## config.mk

```make
export PLATFORM = sky130hd
export DESIGN_NAME = crc_checked_page_deframer_flat
export DESIGN_NICKNAME = d
export VERILOG_FILES = /design/src/hdl/cpd_pkg.sv /design/src/hdl/cpd_if.sv /design/src/hdl/cpd_front.sv /design/src/hdl/cpd_queue.sv /design/src/hdl/cpd_back.sv /design/src/hdl/crc_checked_page_deframer.sv /design/src/flat_wrapper.sv
export VERILOG_INCLUDE_DIRS = /design/src /design/src/hdl
export SDC_FILE = /design/constraint.sdc
export NUM_CORES = 1
export LEC_CHECK = 0
export BUFFER_PORTS_ARGS = -buffer_cell sky130_fd_sc_hd__buf_2
export CORE_MARGIN = 2
export CORE_UTILIZATION = 54
export DETAILED_ROUTE_END_ITERATION = 8
export GPL_TIMING_DRIVEN = 0
export PLACE_DENSITY = 0.76
export SYNTH_ARGS = -nofsm -noshare
export SYNTH_HDL_FRONTEND = slang
export SYNTH_SLANG_ARGS = --single-unit
```

## constraint.sdc

```tcl
create_clock -name clk_i -period 3.55 [get_ports clk_i]
set_input_delay 0.1775 -clock clk_i [delete_from_list [all_inputs] [get_ports clk_i]]
set_output_delay 0.1775 -clock clk_i [all_outputs]
set_load 0.01 [all_outputs]
```

## src/hdl/assert_macros.svh

```systemverilog
// ----------------------------------------------------------------------------
// assert_macros
// Assertion macros used by the RTL of the page deframer.
// Each macro takes a label, the clock, the active-low reset, a property and a message.
// ----------------------------------------------------------------------------
`ifndef ASSERT_MACROS_SVH
`define ASSERT_MACROS_SVH
`ifndef SYNTHESIS
`define ASSERT_PROP(label, clk, rstn, prop, msg) \
  label: assert property (@(posedge clk) disable iff (!(rstn)) (prop)) else $error(msg);
`define ASSERT_NEVER(label, clk, rstn, prop, msg) \
  label: assert property (@(posedge clk) disable iff (!(rstn)) !(prop)) else $error(msg);
`else
`define ASSERT_PROP(label, clk, rstn, prop, msg)
`define ASSERT_NEVER(label, clk, rstn, prop, msg)
`endif
`endif

```

## src/hdl/cpd_pkg.sv

```systemverilog
// ----------------------------------------------------------------------------
// cpd_pkg
// Types, constants and the CRC-32C byte update of the page deframer.
// ----------------------------------------------------------------------------
package cpd_pkg;

  localparam int DEFAULT_PHYS_PAGE_BYTES    = 1024;
  localparam int DEFAULT_LOGICAL_PAGE_BYTES = 1020;
  localparam int DEFAULT_QUEUE_DEPTH        = 2;

  localparam int BYTE_W     = 8;
  localparam int OFFSET_W   = 10;
  localparam int PAGE_IDX_W = 32;
  localparam int CRC_W      = 32;
  localparam int SUM_HIST_W = 24;

  localparam logic [CRC_W-1:0] CRC_POLY_REFL = 32'h82F6_3B78;
  localparam logic [CRC_W-1:0] CRC_INIT      = 32'hFFFF_FFFF;
  localparam logic [CRC_W-1:0] CRC_XOR_OUT   = 32'hFFFF_FFFF;

  localparam logic KIND_PAYLOAD = 1'b0;
  localparam logic KIND_VERDICT = 1'b1;

  // What the front end decided about one byte of the physical stream.
  typedef enum logic [1:0] {
    CMD_PAYLOAD,
    CMD_SUM,
    CMD_VERDICT
  } cmd_e;

  typedef struct packed {
    cmd_e                op;
    logic                restart;
    logic [BYTE_W-1:0]   data;
    logic [OFFSET_W-1:0] offset;
  } cmd_t;

  // Reflected CRC-32C update by one byte, least significant bit first.
  function automatic logic [CRC_W-1:0] crc32c_byte(input logic [CRC_W-1:0] crc,
                                                   input logic [BYTE_W-1:0] b);
    logic [CRC_W-1:0] c;
    c = crc ^ {{(CRC_W-BYTE_W){1'b0}}, b};
    for (int i = 0; i < BYTE_W; i++) begin
      c = c[0] ? ((c >> 1) ^ CRC_POLY_REFL) : (c >> 1);
    end
    return c;
  endfunction

endpackage

```

## src/hdl/cpd_if.sv

```systemverilog
// ----------------------------------------------------------------------------
// cpd_in_if / cpd_out_if
// Valid-ready channels for raw stream bytes and for deframed results.
// ----------------------------------------------------------------------------
interface cpd_in_if;
  import cpd_pkg::*;

  logic              valid;
  logic              ready;
  logic [BYTE_W-1:0] byte_in;
  logic              page_start;

  modport source (output valid, output byte_in, output page_start, input ready);
  modport sink   (input valid, input byte_in, input page_start, output ready);
endinterface

interface cpd_out_if;
  import cpd_pkg::*;

  logic                  valid;
  logic                  ready;
  logic                  kind;
  logic [BYTE_W-1:0]     data_byte;
  logic [OFFSET_W-1:0]   byte_offset;
  logic                  page_ok;
  logic [PAGE_IDX_W-1:0] page_index;

  modport source (output valid, output kind, output data_byte, output byte_offset,
                  output page_ok, output page_index, input ready);
  modport sink   (input valid, input kind, input data_byte, input byte_offset,
                  input page_ok, input page_index, output ready);
endinterface

```

## src/hdl/cpd_front.sv

```systemverilog
// ----------------------------------------------------------------------------
// cpd_front
// Tracks the position in the physical page and classifies each byte.
// ----------------------------------------------------------------------------
module cpd_front #(
  parameter int PHYS_PAGE_BYTES    = cpd_pkg::DEFAULT_PHYS_PAGE_BYTES,
  parameter int LOGICAL_PAGE_BYTES = cpd_pkg::DEFAULT_LOGICAL_PAGE_BYTES
) (
  input  logic          clk_i,
  input  logic          rst_ni,
  cpd_in_if.sink        in_i,
  output logic          push_valid_o,
  input  logic          push_ready_i,
  output cpd_pkg::cmd_t push_cmd_o
);
  import cpd_pkg::*;

  localparam int PosMax = (PHYS_PAGE_BYTES - 1 > LOGICAL_PAGE_BYTES) ?
                          PHYS_PAGE_BYTES - 1 : LOGICAL_PAGE_BYTES;
  localparam int PosW   = $clog2(PosMax + 1);

  localparam logic [PosW-1:0] LogLimit = PosW'(LOGICAL_PAGE_BYTES);
  localparam logic [PosW-1:0] PhysLast = PosW'(PHYS_PAGE_BYTES - 1);

  logic [PosW-1:0]          pos_q, pos_d;
  logic [PosW-1:0]          pos_base;
  logic [PosW+OFFSET_W-1:0] pos_ext;
  logic                     accept;

  assign in_i.ready   = push_ready_i;
  assign push_valid_o = in_i.valid;
  assign accept       = in_i.valid && push_ready_i;

  assign pos_base = in_i.page_start ? '0 : pos_q;
  assign pos_ext  = {{OFFSET_W{1'b0}}, pos_base};

  always_comb begin
    push_cmd_o.restart = in_i.page_start;
    push_cmd_o.data    = in_i.byte_in;
    push_cmd_o.offset  = pos_ext[OFFSET_W-1:0];
    if (pos_base < LogLimit) begin
      push_cmd_o.op = CMD_PAYLOAD;
      pos_d         = pos_base + 1'b1;
    end else if (pos_base < PhysLast) begin
      push_cmd_o.op = CMD_SUM;
      pos_d         = pos_base + 1'b1;
    end else begin
      push_cmd_o.op = CMD_VERDICT;
      pos_d         = '0;
    end
  end

  always_ff @(posedge clk_i or negedge rst_ni) begin
    if (!rst_ni) begin
      pos_q <= '0;
    end else if (accept) begin
      pos_q <= pos_d;
    end
  end

endmodule

```

## src/hdl/cpd_queue.sv

```systemverilog
// ----------------------------------------------------------------------------
// cpd_queue
// Small FIFO of classified bytes between the front end and the back end.
// ----------------------------------------------------------------------------
`include "assert_macros.svh"

module cpd_queue #(
  parameter int Depth = cpd_pkg::DEFAULT_QUEUE_DEPTH
) (
  input  logic          clk_i,
  input  logic          rst_ni,
  input  logic          push_valid_i,
  output logic          push_ready_o,
  input  cpd_pkg::cmd_t push_cmd_i,
  output logic          pop_valid_o,
  input  logic          pop_ready_i,
  output cpd_pkg::cmd_t pop_cmd_o
);
  import cpd_pkg::*;

  localparam int PtrW = (Depth > 1) ? $clog2(Depth) : 1;
  localparam int CntW = $clog2(Depth + 1);

  localparam logic [PtrW-1:0] LastPtr = PtrW'(Depth - 1);
  localparam logic [CntW-1:0] FullCnt = CntW'(Depth);

  cmd_t            entry_q [Depth];
  logic [PtrW-1:0] wr_ptr_q, rd_ptr_q;
  logic [CntW-1:0] count_q;
  logic            push, pop;

  assign push_ready_o = (count_q != FullCnt);
  assign pop_valid_o  = (count_q != '0);
  assign push         = push_valid_i && push_ready_o;
  assign pop          = pop_valid_o && pop_ready_i;
  assign pop_cmd_o    = entry_q[rd_ptr_q];

  always_ff @(posedge clk_i) begin
    if (push) begin
      entry_q[wr_ptr_q] <= push_cmd_i;
    end
  end

  always_ff @(posedge clk_i or negedge rst_ni) begin
    if (!rst_ni) begin
      wr_ptr_q <= '0;
      rd_ptr_q <= '0;
      count_q  <= '0;
    end else begin
      if (push) begin
        wr_ptr_q <= (wr_ptr_q == LastPtr) ? '0 : wr_ptr_q + 1'b1;
      end
      if (pop) begin
        rd_ptr_q <= (rd_ptr_q == LastPtr) ? '0 : rd_ptr_q + 1'b1;
      end
      if (push && !pop) begin
        count_q <= count_q + 1'b1;
      end else if (pop && !push) begin
        count_q <= count_q - 1'b1;
      end
    end
  end

  `ASSERT_PROP(a_count_bound, clk_i, rst_ni, count_q <= FullCnt, "queue count over depth")
  `ASSERT_PROP(a_fill, clk_i, rst_ni, (push && !pop) |=> (count_q == $past(count_q) + 1'b1), "queue fill lost")
  `ASSERT_PROP(a_drain, clk_i, rst_ni, (pop && !push) |=> (count_q == $past(count_q) - 1'b1), "queue drain lost")
  `ASSERT_NEVER(a_ptr_gap, clk_i, rst_ni, (count_q == '0) && (wr_ptr_q != rd_ptr_q), "pointers apart when empty")

endmodule

```

## src/hdl/cpd_back.sv

```systemverilog
// ----------------------------------------------------------------------------
// cpd_back
// Runs the CRC-32C, collects the stored sum and registers the results.
// ----------------------------------------------------------------------------
module cpd_back (
  input  logic          clk_i,
  input  logic          rst_ni,
  input  logic          pop_valid_i,
  output logic          pop_ready_o,
  input  cpd_pkg::cmd_t pop_cmd_i,
  cpd_out_if.source     out_o
);
  import cpd_pkg::*;

  logic [CRC_W-1:0]      crc_q, crc_d, crc_base;
  logic [SUM_HIST_W-1:0] sum_q, sum_d, sum_base;
  logic [PAGE_IDX_W-1:0] page_cnt_q, page_cnt_d;
  logic [CRC_W-1:0]      sum_word;

  logic                  out_valid_q;
  logic                  kind_q, kind_d;
  logic [BYTE_W-1:0]     data_q, data_d;
  logic [OFFSET_W-1:0]   offset_q, offset_d;
  logic                  ok_q, ok_d;
  logic [PAGE_IDX_W-1:0] index_q;
  logic                  emit, pop;

  // The output register takes a new result whenever it is empty or being drained.
  assign pop_ready_o = !out_valid_q || out_o.ready;
  assign pop         = pop_valid_i && pop_ready_o;

  assign crc_base = pop_cmd_i.restart ? CRC_INIT : crc_q;
  assign sum_base = pop_cmd_i.restart ? '0 : sum_q;
  assign sum_word = {sum_base, pop_cmd_i.data};

  always_comb begin
    crc_d      = crc_base;
    sum_d      = sum_base;
    page_cnt_d = page_cnt_q;
    emit       = 1'b0;
    kind_d     = KIND_PAYLOAD;
    data_d     = '0;
    offset_d   = '0;
    ok_d       = 1'b0;
    unique case (pop_cmd_i.op)
      CMD_PAYLOAD: begin
        crc_d    = crc32c_byte(crc_base, pop_cmd_i.data);
        emit     = 1'b1;
        data_d   = pop_cmd_i.data;
        offset_d = pop_cmd_i.offset;
      end
      CMD_SUM: begin
        sum_d = {sum_base[SUM_HIST_W-BYTE_W-1:0], pop_cmd_i.data};
      end
      CMD_VERDICT: begin
        emit       = 1'b1;
        kind_d     = KIND_VERDICT;
        ok_d       = (sum_word == (crc_base ^ CRC_XOR_OUT));
        crc_d      = CRC_INIT;
        sum_d      = '0;
        page_cnt_d = page_cnt_q + 1'b1;
      end
      default: begin
        crc_d = crc_base;
      end
    endcase
  end

  always_ff @(posedge clk_i or negedge rst_ni) begin
    if (!rst_ni) begin
      crc_q       <= CRC_INIT;
      sum_q       <= '0;
      page_cnt_q  <= '0;
      out_valid_q <= 1'b0;
    end else begin
      if (pop) begin
        crc_q      <= crc_d;
        sum_q      <= sum_d;
        page_cnt_q <= page_cnt_d;
      end
      if (pop_ready_o) begin
        out_valid_q <= pop && emit;
      end
    end
  end

  always_ff @(posedge clk_i) begin
    if (pop && emit) begin
      kind_q   <= kind_d;
      data_q   <= data_d;
      offset_q <= offset_d;
      ok_q     <= ok_d;
      index_q  <= page_cnt_q;
    end
  end

  assign out_o.valid       = out_valid_q;
  assign out_o.kind        = kind_q;
  assign out_o.data_byte   = data_q;
  assign out_o.byte_offset = offset_q;
  assign out_o.page_ok     = ok_q;
  assign out_o.page_index  = index_q;

endmodule

```

## src/hdl/crc_checked_page_deframer.sv

```systemverilog
// ----------------------------------------------------------------------------
// crc_checked_page_deframer
// Path: each accepted byte is held in a queue entry, and its result in the output register.
// Throughput: one byte per cycle while the output is not stalled, set by the byte-wise CRC-32C update.
// Reset: asynchronous, clears position, stored sum and page count, CRC to all ones.
// No clearing pass is needed; the block accepts bytes in the first cycle after reset.
// ----------------------------------------------------------------------------
module crc_checked_page_deframer #(
  parameter int PHYS_PAGE_BYTES    = cpd_pkg::DEFAULT_PHYS_PAGE_BYTES,
  parameter int LOGICAL_PAGE_BYTES = cpd_pkg::DEFAULT_LOGICAL_PAGE_BYTES,
  parameter int QUEUE_DEPTH        = cpd_pkg::DEFAULT_QUEUE_DEPTH
) (
  input  logic      clk_i,
  input  logic      rst_ni,
  cpd_in_if.sink    in_i,
  cpd_out_if.source out_o
);
  import cpd_pkg::*;

  // The front end only tracks where each byte sits in the physical page. It
  // marks every byte as payload, stored checksum or last checksum byte, and a
  // set page_start flag restarts alignment so that the byte becomes offset 0.
  // A transaction is taken from the input whenever the queue has room.
  logic push_valid, push_ready;
  cmd_t push_cmd;

  // The queue decouples the two halves, so a stalled output does not stop the
  // input until the queue and the output register are both full.
  logic pop_valid, pop_ready;
  cmd_t pop_cmd;

  cpd_front #(
    .PHYS_PAGE_BYTES    (PHYS_PAGE_BYTES),
    .LOGICAL_PAGE_BYTES (LOGICAL_PAGE_BYTES)
  ) u_front (
    .clk_i        (clk_i),
    .rst_ni       (rst_ni),
    .in_i         (in_i),
    .push_valid_o (push_valid),
    .push_ready_i (push_ready),
    .push_cmd_o   (push_cmd)
  );

  cpd_queue #(
    .Depth (QUEUE_DEPTH)
  ) u_queue (
    .clk_i        (clk_i),
    .rst_ni       (rst_ni),
    .push_valid_i (push_valid),
    .push_ready_o (push_ready),
    .push_cmd_i   (push_cmd),
    .pop_valid_o  (pop_valid),
    .pop_ready_i  (pop_ready),
    .pop_cmd_o    (pop_cmd)
  );

  // The back end owns the CRC register, the stored-sum history and the page
  // counter. Payload bytes leave as kind-0 transactions, checksum bytes are
  // absorbed, and the last checksum byte leaves as a verdict with page_ok.
  cpd_back u_back (
    .clk_i       (clk_i),
    .rst_ni      (rst_ni),
    .pop_valid_i (pop_valid),
    .pop_ready_o (pop_ready),
    .pop_cmd_i   (pop_cmd),
    .out_o       (out_o)
  );

endmodule
```

## src/flat_wrapper.sv

```systemverilog
// flat-port wrapper written by rule: the top's interface ports become plain ports
module crc_checked_page_deframer_flat import cpd_pkg::*;
#(
  parameter int PHYS_PAGE_BYTES    = cpd_pkg::DEFAULT_PHYS_PAGE_BYTES,
  parameter int LOGICAL_PAGE_BYTES = cpd_pkg::DEFAULT_LOGICAL_PAGE_BYTES,
  parameter int QUEUE_DEPTH        = cpd_pkg::DEFAULT_QUEUE_DEPTH
)
  (clk_i, rst_ni, in_i_valid, in_i_byte_in, in_i_page_start, in_i_ready, out_o_valid, out_o_kind, out_o_data_byte, out_o_byte_offset, out_o_page_ok, out_o_page_index, out_o_ready);
  cpd_in_if in_i_i ();
  cpd_out_if out_o_i ();
  input  logic clk_i;
  input  logic rst_ni;
  input wire logic [$bits(in_i_i.valid)-1:0] in_i_valid;
  input wire logic [$bits(in_i_i.byte_in)-1:0] in_i_byte_in;
  input wire logic [$bits(in_i_i.page_start)-1:0] in_i_page_start;
  output wire logic [$bits(in_i_i.ready)-1:0] in_i_ready;
  output wire logic [$bits(out_o_i.valid)-1:0] out_o_valid;
  output wire logic [$bits(out_o_i.kind)-1:0] out_o_kind;
  output wire logic [$bits(out_o_i.data_byte)-1:0] out_o_data_byte;
  output wire logic [$bits(out_o_i.byte_offset)-1:0] out_o_byte_offset;
  output wire logic [$bits(out_o_i.page_ok)-1:0] out_o_page_ok;
  output wire logic [$bits(out_o_i.page_index)-1:0] out_o_page_index;
  input wire logic [$bits(out_o_i.ready)-1:0] out_o_ready;
  assign in_i_i.valid = in_i_valid;
  assign in_i_i.byte_in = in_i_byte_in;
  assign in_i_i.page_start = in_i_page_start;
  assign in_i_ready = in_i_i.ready;
  assign out_o_valid = out_o_i.valid;
  assign out_o_kind = out_o_i.kind;
  assign out_o_data_byte = out_o_i.data_byte;
  assign out_o_byte_offset = out_o_i.byte_offset;
  assign out_o_page_ok = out_o_i.page_ok;
  assign out_o_page_index = out_o_i.page_index;
  assign out_o_i.ready = out_o_ready;
  crc_checked_page_deframer #(.PHYS_PAGE_BYTES(PHYS_PAGE_BYTES), .LOGICAL_PAGE_BYTES(LOGICAL_PAGE_BYTES), .QUEUE_DEPTH(QUEUE_DEPTH)) u_core (.clk_i(clk_i), .rst_ni(rst_ni), .in_i(in_i_i), .out_o(out_o_i));
endmodule
```

Word-level counts from Yosys, hierarchy flattened:

Memories as Yosys holds them, arrays and structs flattened.
Cells that the tools add are included.

* add/sub/neg operators: 6
* $mul: 0
* divide/modulo/power cells: 0
* order comparisons: 2
* eq/ne operators: 4
* shift-type cells: 0
* mux-type cells: 25
* bitwise gates (word level): 10
* reduce and logical (&&, ||, !) cells: 14

Operators by type and width (count)
* 32-bit two-way mux: 9
* 16-bit inverter with 17-bit output: 8
* 32-bit case mux with 2 select lines: 1
* 24-bit case mux with 2 select lines: 1
* 32-bit by 1-bit adder with 32-bit output (second input constant): 1
* 32-bit == test: 1
* 32-bit inverter: 1
* 32-bit by 8-bit bitwise XOR with 32-bit output: 1
* 10-bit two-way mux: 3
* 24-bit two-way mux: 1
* 10-bit < comparator (second input constant): 2
* 10-bit by 1-bit adder with 10-bit output (second input constant): 1
* 2-bit two-way mux: 4
* 1-bit two-way mux: 6
* 1-bit logical AND: 5
* 2-bit nonzero test: 2
* 1-bit logical NOT: 3
* 1-bit adder (second input constant): 2
* 2-bit by 1-bit adder with 2-bit output (second input constant): 1
* 2-bit by 1-bit == test with 1-bit output (second input constant): 1
* 2-bit == test (second input constant): 1
* 2-bit logical NOT: 1
* 2-bit inequality test (second input constant): 1
* 2-bit AND reduction: 1
* other kinds (3): 3

* bits in registers: 155
* latch bits: 0
* RAM bits: 42
* ROM bits: 0
* output and inout port bits: 54
* logic and storage cells: 75
* memories: 1

Memories
* u_core.u_queue.entry_q: words 2, bits a word 21, read ports 1, clocked after Yosys merged registers in 0, write ports 1, RTL line cpd_queue.sv:27 `cmd_t entry_q [Depth];`

Logic depth before layout (Yosys ltp):

An unclocked memory read counts as a cell.

* depth in word-level cells: 20
* gate-level depth with buffers: 12
* gate-level depth less buffers: 9

Modules after synthesis:

From an unflattened synthesis, not the netlist that was laid out.

* cells, all modules: 800
* area total of the unflattened synthesis: 9679.3 um^2

Modules (own cells, without submodules)
* cpd_back: times used 1, cells each 629, area an instance 7209.4 um^2
* cpd_queue: times used 1, cells each 83, area an instance 1731.7 um^2
* cpd_front: times used 1, cells each 88, area an instance 738.2 um^2

Worst setup path before layout:

No wires, ideal clock.

* path type: reg-to-reg
* from: register u_core.u_queue.rd_ptr_q
* to: register u_core.u_back.offset_q[0] (netlist: u_core.u_back.out_o.byte_offset[0]) (enable)
* arrival: 3381 ps
* required time: 3088 ps
* path slack: -293 ps
* cell stages (with the launch flop): 6
* buffers on the path: 3
* path through: dfrtp_1 > buf_6 > buf_6 > buf_4 > mux2_2 > nor2_1

* word-level cells in the longest chain between the ends: 5

RTL lines
* start, declared: RTL line cpd_queue.sv:28 `logic [PtrW-1:0] wr_ptr_q, rd_ptr_q;`
* start signal, assigned: RTL line cpd_queue.sv:54 `rd_ptr_q <= (rd_ptr_q == LastPtr) ? '0 : rd_ptr_q + 1'b1;`
* memory read 2 x 21 bit (*)
* 2-bit == test / 2-bit logical NOT (equally long branches): RTL line cpd_back.sv:45 `unique case (pop_cmd_i.op)`
* 2-bit OR reduction (no source line) (*)
* 1-bit two-way mux (*): RTL line cpd_back.sv:45
* 1-bit logical AND (*): RTL line cpd_back.sv:88 `if (pop && emit) begin`
* end signal, assigned: RTL line cpd_back.sv:91 `offset_q <= offset_d;`
* end, declared: RTL line cpd_back.sv:23 `logic [OFFSET_W-1:0] offset_q, offset_d;`

Mark *: on every way between the ends. The rest lies on a longest branch, timed or not.
A chain may end at the register's enable or synchronous reset.

Final worst setup path:

* from: register u_core.u_queue.rd_ptr_q
* to: register u_core.u_back.page_cnt_q[19]

* word-level cells in the longest chain between the ends: 3

RTL lines
* memory read 2 x 21 bit
* 2-bit == test: RTL line cpd_back.sv:45
* 2-bit AND reduction (no source line)
* end signal, assigned: RTL line cpd_back.sv:79 `page_cnt_q <= page_cnt_d;`
* end, declared: RTL line cpd_back.sv:17 `logic [PAGE_IDX_W-1:0] page_cnt_q, page_cnt_d;`

No other way between the ends.

==> results.md <==
* Area share of and/or/nand/nor cells after synthesis at 0.130
* Dominant register cell in the synthesized netlist: sky130_fd_sc_hd__edfxtp_1
* Min cycle time layout at 3.39 ns
* I/O Pins at 67
* Clk_skew at ~0.0084 ns
* Die span in y at about 130 microns
* Length of routed met2 wiring at ~9500 microns
* Antenna violations before repair at 0
* Post-Synthesis Cell Area at 9200 sq um
* Combinational power share at 0.529
* Total negative slack at 0 ns
* Most instantiated library cell after synthesis: sky130_fd_sc_hd__edfxtp_1
* Post-Synth XOR/XNOR Area at 0.139
* Total non-filler cell area in the finished layout at about 11000 sq um
* Type of destination of the critical path: flop
* Synthesis Warnings at 0
* CTS tree: built
* Maximum level of the CTS H-tree at 4
* Global-route wire length before repair at between 30000 and 40000 microns
* Portion of the post-synthesis area used by sequential elements at 0.591
* Die W at 135 microns
* Measured slew at the worst slew-check pin at 1.23 ns
* Crit-path max FO at 10
* Effective utilization at floorplan at 0.553
* Count of nets after finishing at approximately 890
* Initial drt markers at 443
* Combined flip-flop and latch cell area at 5440 sq um
* Number of nets in the synthesized netlist at 790
* Highest Signal Layer: met4
* Class of the worst hold path: in2reg
* Number of CTS-inserted buffers at 17
* Worst hold slack after final layout at around 0.033 ns
* Routed metal-1 wirelength at 8710 microns
* Fraction of power spent switching nets at 0.398
* Routed WL per cell at 17.7 microns
* Outcome: finished clean
* Number of placed instances, taps included at roughly 1100
* Maximum frequency from static timing analysis at 295 MHz
* Routability congestion estimate from global placement at 0.894
* Multiplexer share of the synthesized area at 0.0279
* # Post-CTS Setup Buffers at 0
* Power, Total at 12.4 mW
* Combined global-route utilization of all metal layers at 0.226
* Leakage power figure at 4.25 nW
* Sum of met3 wire segment lengths after detailed routing at 910 microns
* Maximum clock insertion buffer count at 2
* Total power divided by cell area at about 1200 nW/um^2
* Utilization of the core after routing at 0.636
* Number of enable flip-flop cells after synthesis at 94
* Die area at approximately 18000 sq um
* Drt pass-1 iters at 6
* Overflow after GRT at 0
* Master cell of the clock root buffer: sky130_fd_sc_hd__clkbuf_16
* Most area-consuming cells after synthesis: sky130_fd_sc_hd__edfxtp_1 (31%), sky130_fd_sc_hd__dfrtp_1 (19%), sky130_fd_sc_hd__dfstp_2 (9.1%), sky130_fd_sc_hd__xnor2_1 (7.3%), sky130_fd_sc_hd__xor2_1 (4.2%)
* Data arrival time at the worst-slack endpoint at 3.71 ns
* Final worst-path cycle share at 0.956
* Number of fillers in the final layout at 1296
* Half-perimeter wire length of the detailed placement result at 13800 microns
* CP Launch Type: flop
* Multi-input gate area at 3580 sq um
* Post-route DRC at 0
* Max-slew violation count at 0
* Routed Wire Length at between 15000 and 20000 microns
* Number of buffers inserted by port buffering at 66
* Clk sink count at 197
* Worst flop-to-flop path endpoint: u_core.u_back.page_cnt_q[19]
* Path type of the worst setup path: reg2reg
* Post-Synthesis Cells at 771
* Pin count of the biggest net entering global routing at 73
* End point of the worst hold path: u_core.u_queue.entry_q[0][18]
* Minimum setup slack in the final design at roughly 0.16 ns
* Largest voltage drop on the vdd net at 0.000645 V
* Final cell count without fillers at 1102
* Relative contribution of sequential cells to total power at 0.313
* Cell type with the highest occurrence count on the critical path: sky130_fd_sc_hd__buf_6
* Worst Setup Slack post-DPL at ~0.23 ns
* Worst slew margin relative to its limit at 0.170
* Routed vias/inst at 5.49
* Synth top cells by count: sky130_fd_sc_hd__edfxtp_1 (94), sky130_fd_sc_hd__nor2_1 (87), sky130_fd_sc_hd__xnor2_1 (77), sky130_fd_sc_hd__dfrtp_1 (71), sky130_fd_sc_hd__nand2_1 (71)
* Layout cell share with drive strength beyond 1 at 0.190
* Instance area after placement at ~9900 sq um
* Hold path start: in_i_page_start
* Cells on Worst Hold Path at 1
* R2R Setup Slk at 0.16 ns
* Adder-Cell Fraction of Synth Area at 0.00816
* R2r worst-path depth at 11
* Delay-heaviest family, CP: simple AND/OR/NAND/NOR gates
* Worst path cell trace: buf_6, buf_6, buf_4, mux2_2, inv_1, ha_1, nand3_1, or3_1, nor2_1, nand4_1, xnor2_1
* Dominant cell type by area after synthesis: sky130_fd_sc_hd__edfxtp_1
* Worst r2r src: u_core.u_queue.rd_ptr_q
* Post-synthesis cell type count at 60
* Slowest stage cell, crit path: sky130_fd_sc_hd__or3_1
* Area growth, synth to finish at 15.1%
* Total number of vias at 6055
* Clk network pwr share at 0.158
* Final number of hold-violating endpoints at 0
* Proportion of register bits with asynchronous set or reset after synthesis at 0.523
* Max-cap check violation count at 0
* Data required, critical path at 3.87 ns
* Worst-Skew Late Latency at 0.44 ns
* Clock transition at path regs at 0.07 ns
* Design internal power at roughly 7.5 mW
* # diodes at 0
* Residual antenna-violating net count after detailed routing at 0
* Slowest cell delay on critical path at roughly 0.46 ns
* Vias in the first global route at 5781
* Unrepaired setup endpoints after global routing: false
* Worst path buffer plus inverter count at 4
* Setup-failing EPs final at 0
* Core area at 16600 sq um
* Average cell area after synthesis at 11.9 sq um
* Top-area cell type share of the netlist area at 0.307
* Combinational family with the most area after synthesis: XOR/XNOR gates
* Sw power at 4.95 mW
* Row cnt at 47
* Compound-gate portion of the synthesized area at 0.0817
* Post-synthesis register bit count at 197
-- layout by cell type (no fill, tap or decap), types with 10 or more instances in the layout --
cell type                   Yosys  layout
sky130_fd_sc_hd__xor2_1        44      44
sky130_fd_sc_hd__a22o_1        21      21
sky130_fd_sc_hd__a21oi_1       36      36
sky130_fd_sc_hd__nand3_1       28      28
sky130_fd_sc_hd__clkbuf_16      0      17
sky130_fd_sc_hd__o21ai_0       24      24
sky130_fd_sc_hd__nand2_1       71      71
sky130_fd_sc_hd__dfrtp_1       71      71
sky130_fd_sc_hd__buf_2          4      69
sky130_fd_sc_hd__mux2i_1       14      14
sky130_fd_sc_hd__nor3_1        12      11
sky130_fd_sc_hd__or3_1         12      12
sky130_fd_sc_hd__dfstp_2       32      32
sky130_fd_sc_hd__nor2_1        87      84
sky130_fd_sc_hd__nor2b_1       13      13
sky130_fd_sc_hd__nand4_1       10      10
sky130_fd_sc_hd__edfxtp_1      94      94
sky130_fd_sc_hd__clkbuf_1      18      21
sky130_fd_sc_hd__xnor2_1       77      77
-- how the worst max path moves through the flow --
| stage | from | end | slack (ns) | cells past startpoint |
|---|---|---|---|---|
| 2_1_floorplan | u_core.u_queue.rd_ptr_q | u_core.u_back.out_o.byte_offset[0] | 0.57 | 5 |
| 4_1_cts | u_core.u_queue.rd_ptr_q | u_core.u_back.crc_q[22] | 0.20 | 10 |
| 6_report | u_core.u_queue.rd_ptr_q | u_core.u_back.page_cnt_q[19] | 0.16 | 11 |
| 3_5_place_dp | u_core.u_queue.rd_ptr_q | u_core.u_back.crc_q[27] | 0.23 | 10 |
| 3_3_place_gp | u_core.u_queue.rd_ptr_q | u_core.u_back.out_o.page_index[6] | -0.14 | 5 |
| 5_1_grt | u_core.u_queue.rd_ptr_q | u_core.u_back.page_cnt_q[30] | 0.01 | 12 |
-- repair_timing --
item                                   4_1_cts  5_1_grt
gates resized for setup                      0        1
hold buffers                                 9        0
setup endpoints to repair                    0       10
endpoints found under the hold margin       39        0
-- registers in the layout, indices dropped and copies added (netlist names), 2 cells and up --
name                             flops
u_core.u_back.crc_q                 32
u_core.u_back.out_o.byte_offset     10
u_core.u_back.out_o.data_byte        8
u_core.u_back.out_o.page_index      32
u_core.u_back.page_cnt_q            32
u_core.u_back.sum_q                 24
u_core.u_front.pos_q                10
u_core.u_queue.count_q               2
u_core.u_queue.entry_q              42
-- power groups by stage --
| stage | clock network, mW | logic (mW) | registers, mW |
|---|---|---|---|
| finish | 1.96 | 6.58 | 3.89 |
| floorplan | 0 | 4.91 | 3.93 |
| global placement | 0 | 6.33 | 3.92 |
| global route | 2.07 | 7.11 | 3.96 |
| detailed placement | 0 | 6.48 | 3.92 |
| CTS | 1.99 | 6.54 | 3.88 |
-- final cells by class --
cell class / instances / share of cell area
Sequential cell: 197 / 0.514
Clock buffer: 21 / 0.0425
Multi-Input combinational cell: 533 / 0.338
Tap cell: 220 / 0.0260
Clock inverter: 11 / 0.0141
Timing Repair Buffer: 79 / 0.0473
Inverter: 9 / 0.00319
Buffer: 32 / 0.0156
-- per-layer routing --
metal  vias to the layer above  GRT usage
li1                       2896          -
met1                      2944      0.308
met2                       181      0.367
met3                        34     0.0435
met4                         0     0.0784
met5                         -          0
-- kinds of logic (layout without fill, tap and decap cells) --
kind of cell | after synthesis | in the layout
AND/OR/NAND/NOR | 261 | 261
flip-flops | 197 | 197
XOR/XNOR | 131 | 131
AO/OA/AOI/OAI | 111 | 111
buffers and inverters | 41 | 152
multiplexers | 24 | 24
adder cells (fa/ha/maj) | 6 | 6
(Power assumes the default switching activity.)
